### config.mk
export PLATFORM = sky130hd
export DESIGN_NAME = alarm_deadline_table
export DESIGN_NICKNAME = d
export VERILOG_FILES = /design/src/rtl/adt_pkg.sv /design/src/rtl/alarm_deadline_table.sv /design/src/rtl/adt_deadline_ram.sv
export SDC_FILE = /design/constraint.sdc
export NUM_CORES = 2
export LEC_CHECK = 0
export BUFFER_PORTS_ARGS = -buffer_cell sky130_fd_sc_hd__buf_2
export CORE_MARGIN = 2
export CORE_UTILIZATION = 55
export DETAILED_ROUTE_END_ITERATION = 16
export PLACE_DENSITY = 0.78
export RECOVER_POWER = 25
export SLEW_MARGIN = 25
export SYNTH_ARGS = -nofsm -noshare
export SYNTH_HDL_FRONTEND = slang
export SYNTH_SLANG_ARGS = --single-unit
### constraint.sdc
create_clock -name clk -period 8.22 [get_ports clk]
set_clock_uncertainty 0.15 [all_clocks]
set_input_delay 0.411 -clock clk [delete_from_list [all_inputs] [get_ports clk]]
set_output_delay 0.411 -clock clk [all_outputs]
set_load 0.02 [all_outputs]
### src/rtl/adt_pkg.sv
// shared constants and request codes for the alarm deadline table
package adt_pkg;

    localparam int NUM_ALARMS = 32;
    localparam int TIME_BITS  = 48;

    localparam int REQ_W   = 2;
    localparam int ID_W    = 5;
    localparam int DELAY_W = 40;
    localparam int NOW_W   = 48;
    localparam int NEXT_W  = 48;
    localparam int COUNT_W = 6;

    localparam int IDX_W = (NUM_ALARMS > 1) ? $clog2(NUM_ALARMS) : 1;
    localparam int CNT_W = $clog2(NUM_ALARMS + 1);
    localparam int SUM_W = ((TIME_BITS > DELAY_W) ? TIME_BITS : DELAY_W) + 1;

    localparam logic [63:0] NEXT_MAX = (64'd1 << NEXT_W) - 64'd1;

    localparam logic [REQ_W-1:0] REQ_ADD    = 2'd0;
    localparam logic [REQ_W-1:0] REQ_DELETE = 2'd1;
    localparam logic [REQ_W-1:0] REQ_RUN    = 2'd2;
    localparam logic [REQ_W-1:0] REQ_QUERY  = 2'd3;

endpackage

### src/rtl/alarm_deadline_table.sv
// alarm deadline table: request sequencer, armed flags and output register
//
//  channel  | handshake                | payload
//  ---------+--------------------------+---------------------------------------------
//  request  | in_valid / in_stall      | req_type, alarm_id, delay_us, now_us
//  result   | out_valid / out_stall    | expired_valid, expired_id, next_valid,
//           |                          | next_run_us, active_count, last
//
// one request at a time: an update step, then a memory sweep (one slot a cycle, then
// the registered read and a drain step), then the final beat; a run also walks the
// expired slots, one beat each, before the final beat; result stalls hold the beats
// reset clears all armed flags and the count; deadlines are not cleared
// in_stall is high from acceptance until the final beat is loaded, so the next
// request is accepted in the cycle after that at the earliest
module alarm_deadline_table (
    input  logic                        clk,
    input  logic                        rst_n,
    input  logic                        in_valid,
    output logic                        in_stall,
    input  logic [adt_pkg::REQ_W-1:0]   req_type,
    input  logic [adt_pkg::ID_W-1:0]    alarm_id,
    input  logic [adt_pkg::DELAY_W-1:0] delay_us,
    input  logic [adt_pkg::NOW_W-1:0]   now_us,
    output logic                        out_valid,
    input  logic                        out_stall,
    output logic                        expired_valid,
    output logic [adt_pkg::ID_W-1:0]    expired_id,
    output logic                        next_valid,
    output logic [adt_pkg::NEXT_W-1:0]  next_run_us,
    output logic [adt_pkg::COUNT_W-1:0] active_count,
    output logic                        last
);

    localparam logic [2:0] S_IDLE   = 3'd0;
    localparam logic [2:0] S_UPDATE = 3'd1;
    localparam logic [2:0] S_SCAN   = 3'd2;
    localparam logic [2:0] S_EMIT   = 3'd3;
    localparam logic [2:0] S_LAST   = 3'd4;

    // control state
    logic [2:0]                         state_reg, state_next;
    logic [adt_pkg::CNT_W-1:0]          cnt_reg, cnt_next;
    logic                               rd_vld_reg, rd_vld_next;
    logic [adt_pkg::NUM_ALARMS-1:0]     armed_reg, armed_next;
    logic [adt_pkg::NUM_ALARMS-1:0]     hit_reg, hit_next;
    logic [adt_pkg::CNT_W-1:0]          count_reg, count_next;
    logic                               best_vld_reg, best_vld_next;
    logic                               out_valid_reg, out_valid_next;

    // payload
    logic [adt_pkg::REQ_W-1:0]          req_reg, req_next;
    logic [adt_pkg::ID_W-1:0]           id_reg, id_next;
    logic [adt_pkg::DELAY_W-1:0]        delay_reg, delay_next;
    logic [adt_pkg::TIME_BITS-1:0]      now_reg, now_next;
    logic [adt_pkg::IDX_W-1:0]          rd_idx_reg, rd_idx_next;
    logic [adt_pkg::TIME_BITS-1:0]      best_reg, best_next;
    logic                               exp_vld_reg, exp_vld_next;
    logic [adt_pkg::ID_W-1:0]           exp_id_reg, exp_id_next;
    logic                               nxt_vld_reg, nxt_vld_next;
    logic [adt_pkg::NEXT_W-1:0]         nxt_run_reg, nxt_run_next;
    logic [adt_pkg::COUNT_W-1:0]        act_cnt_reg, act_cnt_next;
    logic                               last_reg, last_next;

    // memory port
    logic                               ram_wr_en;
    logic [adt_pkg::IDX_W-1:0]          ram_wr_addr;
    logic [adt_pkg::TIME_BITS-1:0]      ram_wr_data;
    logic                               ram_rd_en;
    logic [adt_pkg::IDX_W-1:0]          ram_rd_addr;
    logic [adt_pkg::TIME_BITS-1:0]      ram_rd_data;

    logic                               in_accept;
    logic                               out_free;
    logic                               id_in_range;
    logic [adt_pkg::IDX_W-1:0]          id_idx;
    logic [adt_pkg::SUM_W-1:0]          sum;
    logic [adt_pkg::TIME_BITS-1:0]      wait_val;
    logic [63:0]                        wait_ext;
    logic [adt_pkg::NEXT_W-1:0]         wait_sat;

    adt_deadline_ram #(
        .DEPTH (adt_pkg::NUM_ALARMS),
        .WIDTH (adt_pkg::TIME_BITS)
    ) u_ram (
        .clk     (clk),
        .wr_en   (ram_wr_en),
        .wr_addr (ram_wr_addr),
        .wr_data (ram_wr_data),
        .rd_en   (ram_rd_en),
        .rd_addr (ram_rd_addr),
        .rd_data (ram_rd_data)
    );

    assign in_stall  = (state_reg != S_IDLE);
    assign in_accept = in_valid && !in_stall;
    assign out_free  = !out_valid_reg || !out_stall;

    assign id_in_range = (int'(id_reg) < adt_pkg::NUM_ALARMS);
    assign id_idx      = adt_pkg::IDX_W'(id_reg);

    // deadline saturates at the top of the time line
    assign sum = adt_pkg::SUM_W'(now_reg) + adt_pkg::SUM_W'(delay_reg);

    assign wait_val = (best_reg > now_reg) ? (best_reg - now_reg) : '0;
    assign wait_ext = 64'(wait_val);
    assign wait_sat = (wait_ext > adt_pkg::NEXT_MAX) ? adt_pkg::NEXT_W'(adt_pkg::NEXT_MAX)
                                                     : adt_pkg::NEXT_W'(wait_ext);

    assign ram_wr_addr = id_idx;
    assign ram_rd_addr = adt_pkg::IDX_W'(cnt_reg);
    assign ram_rd_en   = (state_reg == S_SCAN) && (int'(cnt_reg) < adt_pkg::NUM_ALARMS);

    always_comb
    begin
        state_next     = state_reg;
        cnt_next       = cnt_reg;
        rd_vld_next    = 1'b0;
        armed_next     = armed_reg;
        hit_next       = hit_reg;
        count_next     = count_reg;
        best_vld_next  = best_vld_reg;
        out_valid_next = out_valid_reg;
        req_next       = req_reg;
        id_next        = id_reg;
        delay_next     = delay_reg;
        now_next       = now_reg;
        rd_idx_next    = rd_idx_reg;
        best_next      = best_reg;
        exp_vld_next   = exp_vld_reg;
        exp_id_next    = exp_id_reg;
        nxt_vld_next   = nxt_vld_reg;
        nxt_run_next   = nxt_run_reg;
        act_cnt_next   = act_cnt_reg;
        last_next      = last_reg;
        ram_wr_en      = 1'b0;
        ram_wr_data    = now_reg;

        if (out_valid_reg && !out_stall)
        begin
            out_valid_next = 1'b0;
        end

        unique case (state_reg)
            S_IDLE:
            begin
                if (in_accept)
                begin
                    req_next      = req_type;
                    id_next       = alarm_id;
                    delay_next    = delay_us;
                    now_next      = adt_pkg::TIME_BITS'(now_us);
                    hit_next      = '0;
                    best_vld_next = 1'b0;
                    cnt_next      = '0;
                    state_next    = S_UPDATE;
                end
            end

            S_UPDATE:
            begin
                if (id_in_range)
                begin
                    if (req_reg == adt_pkg::REQ_ADD)
                    begin
                        ram_wr_en = 1'b1;
                        if (sum[adt_pkg::SUM_W-1:adt_pkg::TIME_BITS] != '0)
                        begin
                            ram_wr_data = '1;
                        end
                        else
                        begin
                            ram_wr_data = sum[adt_pkg::TIME_BITS-1:0];
                        end
                        if (!armed_reg[id_idx])
                        begin
                            armed_next[id_idx] = 1'b1;
                            count_next         = count_reg + 1'b1;
                        end
                    end
                    else if (req_reg == adt_pkg::REQ_DELETE)
                    begin
                        if (armed_reg[id_idx])
                        begin
                            armed_next[id_idx] = 1'b0;
                            count_next         = count_reg - 1'b1;
                        end
                    end
                end
                state_next = S_SCAN;
            end

            S_SCAN:
            begin
                if (ram_rd_en)
                begin
                    rd_vld_next = 1'b1;
                    rd_idx_next = adt_pkg::IDX_W'(cnt_reg);
                    cnt_next    = cnt_reg + 1'b1;
                end
                // read data is registered and arrives in the cycle after its address
                if (rd_vld_reg && armed_reg[rd_idx_reg])
                begin
                    if ((req_reg == adt_pkg::REQ_RUN) && (ram_rd_data <= now_reg))
                    begin
                        hit_next[rd_idx_reg]   = 1'b1;
                        armed_next[rd_idx_reg] = 1'b0;
                        count_next             = count_next - 1'b1;
                    end
                    else if (!best_vld_reg || (ram_rd_data < best_reg))
                    begin
                        best_next     = ram_rd_data;
                        best_vld_next = 1'b1;
                    end
                end
                if (!ram_rd_en && !rd_vld_reg)
                begin
                    cnt_next   = '0;
                    state_next = (req_reg == adt_pkg::REQ_RUN) ? S_EMIT : S_LAST;
                end
            end

            S_EMIT:
            begin
                if (int'(cnt_reg) >= adt_pkg::NUM_ALARMS)
                begin
                    state_next = S_LAST;
                end
                else if (!hit_reg[adt_pkg::IDX_W'(cnt_reg)])
                begin
                    cnt_next = cnt_reg + 1'b1;
                end
                else if (out_free)
                begin
                    out_valid_next = 1'b1;
                    exp_vld_next   = 1'b1;
                    exp_id_next    = adt_pkg::ID_W'(cnt_reg);
                    nxt_vld_next   = 1'b0;
                    nxt_run_next   = '0;
                    act_cnt_next   = adt_pkg::COUNT_W'(count_reg);
                    last_next      = 1'b0;
                    cnt_next       = cnt_reg + 1'b1;
                end
            end

            S_LAST:
            begin
                if (out_free)
                begin
                    out_valid_next = 1'b1;
                    exp_vld_next   = 1'b0;
                    exp_id_next    = '0;
                    nxt_vld_next   = best_vld_reg;
                    nxt_run_next   = best_vld_reg ? wait_sat : '0;
                    act_cnt_next   = adt_pkg::COUNT_W'(count_reg);
                    last_next      = 1'b1;
                    state_next     = S_IDLE;
                end
            end

            default:
            begin
                state_next = S_IDLE;
            end
        endcase
    end

    always_ff @(posedge clk or negedge rst_n)
    begin
        if (!rst_n)
        begin
            state_reg     <= S_IDLE;
            cnt_reg       <= '0;
            rd_vld_reg    <= 1'b0;
            armed_reg     <= '0;
            hit_reg       <= '0;
            count_reg     <= '0;
            best_vld_reg  <= 1'b0;
            out_valid_reg <= 1'b0;
        end
        else
        begin
            state_reg     <= state_next;
            cnt_reg       <= cnt_next;
            rd_vld_reg    <= rd_vld_next;
            armed_reg     <= armed_next;
            hit_reg       <= hit_next;
            count_reg     <= count_next;
            best_vld_reg  <= best_vld_next;
            out_valid_reg <= out_valid_next;
        end
    end

    always_ff @(posedge clk)
    begin
        req_reg     <= req_next;
        id_reg      <= id_next;
        delay_reg   <= delay_next;
        now_reg     <= now_next;
        rd_idx_reg  <= rd_idx_next;
        best_reg    <= best_next;
        exp_vld_reg <= exp_vld_next;
        exp_id_reg  <= exp_id_next;
        nxt_vld_reg <= nxt_vld_next;
        nxt_run_reg <= nxt_run_next;
        act_cnt_reg <= act_cnt_next;
        last_reg    <= last_next;
    end

    assign out_valid     = out_valid_reg;
    assign expired_valid = exp_vld_reg;
    assign expired_id    = exp_id_reg;
    assign next_valid    = nxt_vld_reg;
    assign next_run_us   = nxt_run_reg;
    assign active_count  = act_cnt_reg;
    assign last          = last_reg;

endmodule

### src/rtl/adt_deadline_ram.sv
// single-port-write, single-port-read deadline memory with registered read
module adt_deadline_ram #(
    parameter int DEPTH = 32,
    parameter int WIDTH = 48
) (
    input  logic                                  clk,
    input  logic                                  wr_en,
    input  logic [((DEPTH > 1) ? $clog2(DEPTH) : 1)-1:0] wr_addr,
    input  logic [WIDTH-1:0]                      wr_data,
    input  logic                                  rd_en,
    input  logic [((DEPTH > 1) ? $clog2(DEPTH) : 1)-1:0] rd_addr,
    output logic [WIDTH-1:0]                      rd_data
);

    logic [WIDTH-1:0] mem [DEPTH];

    always_ff @(posedge clk)
    begin
        if (wr_en)
        begin
            mem[wr_addr] <= wr_data;
        end
    end

    always_ff @(posedge clk)
    begin
        if (rd_en)
        begin
            rd_data <= mem[rd_addr];
        end
    end

endmodule

# Word level (Yosys, flattened, before mapping)
# Memory sizes are Yosys's and may differ from the RTL's. A register that Yosys moved wholly into a read port is not among the register bits.
# Index checks and enable logic that the tools add are counted.
# totals
out_inout_bits	64
n_memories	1
regBits	292
ramBits	1536
# memory_table
memory	words	word_bits	read_ports	rd_clocked_by_memory_dff	wr	line_no	source
u_ram.mem	32	48	1	1	1	adt_deadline_ram.sv:15	logic [WIDTH-1:0] mem [DEPTH];
# classes
addsub	5
bitwise_logic	7
reduce_logical	33
n_eq_ne	22
magnitude_cmp	11
mux	87
# op_table
operator	count
two-way mux 48 bit	10
two-way mux 32 bit	9
one-hot mux 32 bit (2 select lines)	2
one-hot mux 48 bit (2 select lines)	1
two-way mux 6 bit	15
AND 32 bit	2
inverter 32 bit	2
OR 32 bit	2
adder 48 x 40 -> 49 bit	1
> comparator 48 bit	1
> comparator 48 bit, second input constant	1
less-or-equal comparator 48 bit	1
less-than comparator 48 bit	1
subtractor 48 bit	1
two-way mux 1 bit	26
one-hot mux 6 bit (2 select lines)	2
two-way mux 5 bit	4
less-than comparator 5 x 6 -> 1 bit, second input constant	3
one-hot mux 6 bit (3 select lines)	1
binary-select mux 1 bit (select 5 bit)	3
two-way mux 3 bit	5
one-hot mux 3 bit (5 select lines)	1
AND reduction 5 bit	3
inequality test 2 bit, second input constant	7
28 further kinds	61

# Depth between registers and ports, before layout
# depth
ltp_word	10
ltp_mapped	16
depth_no_buf	14

# Hierarchy
# A second synthesis with hierarchy kept.
# hier_totals
cells_unflattened	5329
hier_area_um2	80454.7
# modules_own_cells
module	area_each_um2	cells_each	instances	seq_area_each_um2
adt_deadline_ram	61205.0	3364	1	47565.6
alarm_deadline_table	19249.7	1965	1	8358.0

# Worst setup path before layout
# No wires, ideal clock.
# synth_timing
path_kind	reg-to-reg
from	register cnt_reg[1] (netlist name)
to	register exp_id_reg, in the netlist expired_id[0], enable pin
stages_incl_launch_ff	9
path_slack_ns	3.284
setup_ns	0.488
arrival_time_ns	4.298
period_less_slack_ns	4.936
path_cell_list	dfrtp_1 -> buf_2 -> clkbuf_1 -> mux4_2 -> mux4_2 -> mux2i_1 -> nor2_1 -> a21oi_1 -> a21oi_1
# synth_between
elab_chain_len	4
elab_cells_between_ends	6
# synth_rtl
item	line_no	source
start: declaration	alarm_deadline_table.sv:42	logic [adt_pkg::CNT_W-1:0] cnt_reg, cnt_next;
start signal: assignment	alarm_deadline_table.sv:283	cnt_reg <= cnt_next;
binary-select mux 1 bit (select 5 bit)	alarm_deadline_table.sv:228	else if (!hit_reg[adt_pkg::IDX_W'(cnt_reg)])
two-way mux 1 bit (implied by the code)	alarm_deadline_table.sv:228	
inequality test 2 bit (no source line)	n/a	
AND reduction 5 bit (no source line) (*)	n/a	
end signal: assignment	alarm_deadline_table.sv:302	exp_id_reg <= exp_id_next;
end: declaration	alarm_deadline_table.sv:58	logic [adt_pkg::ID_W-1:0] exp_id_reg, exp_id_next;
# Mark *: on every way between the ends. The rest lies on a longest branch, timed or not. The select of a mux whose other input is x is not followed.
# A chain may end at the register's enable or synchronous reset.

# Worst setup path after layout
# layout_timing
from	register id_reg, in the netlist id_idx[0]
to	memory u_ram.mem[19][1], enable pin
# layout_lines
item	line_no	source
start: declaration	alarm_deadline_table.sv:52	logic [adt_pkg::ID_W-1:0] id_reg, id_next;
start signal: assignment	alarm_deadline_table.sv:296	id_reg <= id_next;
end: declaration	adt_deadline_ram.sv:15	
# Straight into the memory's write port.

==> metrics.md <==
| Metric | Value |
|---|---|
| Worst-margin pin slew | `4.212 ns` |
| TritonCTS buffer count | `175` |
| Critical-path top delay cell | `clkbuf_1` |
| Final setup TNS | `0 ns` |
| DR vias | `45.30k` |
| F_max | `141.6 MHz` |
| WP data required | `8.52 ns` |
| Starting DRT DRC Count | `7,818` |
| Core Area | `0.1418 mm2` |
| Max FFs per register | `around 1.5k` |
| H-tree Lvls | `4` |
| Largest net degree at the start of global routing | `137` |
| CTS tree | `built` |
| Post-Syn Nets | `roughly 4.5k` |
| Max transition margin | `-180.8%` |
| Layout net count | `a little under 5k` |
| Pleak | `28.98 nW` |
| Io pins | `163` |
| P&R area growth vs syn | `13.09%` |
| Failing checks | `max-capacitance violations, max-slew violations` |
| VDD IR max | `0.2795 mV` |
| Top cell by count, worst path | `clkbuf_1` |
| Number of vias per cell | `approximately 7` |
| Worst-Skew Late Latency | `0.84 ns` |
| Tot GR Track Use | `31.60%` |
| Yosys warnings | `0` |
| Power Density | `298.7 mW/mm2` |
| Root buf cell | `clkbuf_16` |
| Data arrival, critical path | `7.36 ns` |
| Mapped cell area | `between 0.07 and 0.08 mm2` |
| Mapped Cells | `4,214` |
| FILL cells | `9,358` |
| Post-route ant nets | `0` |
| Worst-path cell chain | `clkbuf_1 -> and2_0 -> nand2_1 -> nor2_1 -> clkbuf_1 -> buf_4` |
| Period minus WS final | `7.060 ns` |
| Commonest register cell after synthesis | `edfxtp_1` |
| Async SR Flop Fraction | `4.371%` |
| Height of the die | `382.2 um` |
| Pre-antenna DRT Iters | `6` |
| PortBufs | `162` |
| Finished Layout Cells | `between 6k and 7k` |
| Mean post-synth cell area | `around 19 um2` |
| Worst slack, placed | `2.937 ns` |
| Reg with most FFs | `u_ram.mem` |
| Site row count | `138` |
| Placed Cells | `6,165` |
| Max-cap viol count | `51` |
| Commonest non-fill, non-tap cells in the layout | `edfxtp_1, mux4_2, clkbuf_1` |
| CTS Buffer Depth | `3` |
| Crit Reg-Reg Startpoint | `id_idx[0]$_DFFE_PP_` |
| Number of synthesized flops with an enable pin | `1,794` |
| Initial Util | `55.48%` |
| Hold Startpoint | `delay_us[36]` |
| Hold Slack | `0.1362 ns` |
| Setup Crit Path Kind | `reg -> reg` |
| Setup Buffers After CTS | `0` |
| Final setup viols | `0` |
| Final worst slack | `approximately 1.2 ns` |
| Netlist cell types | `around 80` |
| Commonest non-fill, non-tap cell in the layout | `edfxtp_1` |
| Crit start category | `register` |
| Clk slew on worst S/H paths | `0.06 ns` |
| Hold Path Class | `in -> reg` |
| Die Wd | `382.2 um` |
| Critical path fanouts, max | `26` |
| DIE AREA | `0.1461 mm2` |
| CP endpoint kind | `register` |
| Total wire length | `231,800 um` |
| Vias in the first global route | `44.66k` |
| Post-synthesis sequential area ratio | `71.10%` |
| Yosys reg bits | `1,876` |
| Unrepaired setup endpoints after global routing | `false` |
| First-pass GRT wire length | `324,600 um` |
| Status | `complete, but fails checks` |
| Final period utilization | `85.88%` |
| Worst path max stage delay | `roughly 1.7 ns` |
| DR WL/cell | `35.15 um` |
| Grt total ovfl | `0` |
| Initial antenna violation count | `6` |
| DP HPWL | `~130,000 um` |
| Clock Sinks | `1,876` |
| Fin. max-slew vios | `1,199` |
| DRC viols | `0` |
| Hold Vio Cnt, Final | `0` |
| Gpl congestion | `about 1.0` |
| Layout cell share with drive strength beyond 1 | `20.57%` |
| CP Launch Point | `id_idx[0]$_DFFE_PP_` |
[power breakdown]
part           switching (mW)  total, mW  internal, mW
registers               0.508       12.0          11.5
logic                    3.59       6.18          2.59
clock network            3.69       8.39          4.71
total                    7.78       26.6          18.8
[logic make-up after synthesis]
logic type               count (synthesis)  share of synthesized area [%]
flip-flops                            1876                          71.10
AO/OA/AOI/OAI                          618                          4.806
multiplexers                           574                          15.21
AND/OR/NAND/NOR                        538                          3.248
buffers and inverters                  331                          1.631
adder cells (fa/ha/maj)                189                          3.026
XOR/XNOR                                88                         0.9799
[cells in the mapped netlist (all sizes together) (9+ instances only)]
cell    number  area, um2
o221ai      11      96.34
nand2b      29      181.4
edfxtp    1794      53870
mux2i       33      330.3
xnor2       52      455.4
dfrtp       82       2052
nand2      128      480.5
nor2b       28      175.2
nand3       48      240.2
and3        11      68.82
a21oi      153      769.5
a31oi       22      137.6
xor2        36      315.3
a21o        82      615.6
nor3        29      145.1
mux4       492      11080
o21ai      227       1140
inv        134      503.0
clkbuf     128      480.5
nand4       40      250.2
o31ai        9      91.33
o21bai      12      90.09
mux2        49      551.8
o22ai       11      68.82
a22oi       21      157.7
nor4        10      68.81
buf         69      299.0
or3         12      75.07
nor2       174      653.1
ha         187       2340
[layer usage]
| layer | routed length (um) | GRT usage [%] | part of all wire [%] | up-vias |
|---|---|---|---|---|
| li1 | - | - | - | 17820 |
| met1 | 78120 | 41.24 | 34 | 22940 |
| met2 | 110500 | 50.41 | 48 | 3815 |
| met3 | 30260 | 7.354 | 13 | 717 |
| met4 | 12920 | 15.60 | 5.6 | 6 |
| met5 | 39 | 0 | 0.017 | - |
[critical path, delay by kind of cell, from the launching register on]
kind | cells | cell delay [ns]
and+or+nand+nor | 3 | 2.46
DFF | 1 | 0.32
buffers and inverters | 3 | 3.71
[final timing paths]
| check | endpoint | slack (ns) | depth (start not counted) |
|---|---|---|---|
| worst max register to register | u_ram.mem[19][1]$_DFFE_PP_ | 1.16 | 6 |
| worst min-delay path | delay_reg[36]$_DFFE_PP_ | 0.14 | 2 |
| worst min register to register | hit_reg[2]$_DFFE_PN0P_ | 0.33 | 2 |
| min in group asynchronous | out_valid$_DFF_PN0_ | 1.23 | 4 |
| worst max-delay path | u_ram.mem[19][1]$_DFFE_PP_ | 1.16 | 6 |
| max in group asynchronous | asynchronous set/reset pin | 5.02 | 4 |
[through the flow]
step | utilization (%) | power, mW | instance area [um2]
after floorplan | - | 16.09 | 78650
after global placement | 58.01 | 17.77 | 82230
after detailed placement | 58.09 | 17.90 | 82350
after CTS | 62.95 | 26.27 | 89230
after global routing | 62.73 | 27.31 | 88930
final | 62.75 | 26.57 | 88950
[timing repair]
action,4_1_cts,5_1_grt
hold buffers,100,0
endpoints found under the setup margin,0,0
hold endpoints to repair,180,0
gates resized for setup,0,0
[area by class of cell]
class | instances | area, um2 | area share, %
diodes | 6 | 15.01 | 0.01688
clock buffers | 208 | 4534 | 5.098
clock inverters | 116 | 1338 | 1.504
inverters | 134 | 504.2 | 0.5669
flip-flops and latches | 1876 | 55930 | 62.89
well taps | 1890 | 2365 | 2.659
multi-input cells | 2007 | 21950 | 24.67
repair buffers | 359 | 2310 | 2.597
Power figures use the tool's default switching activity.
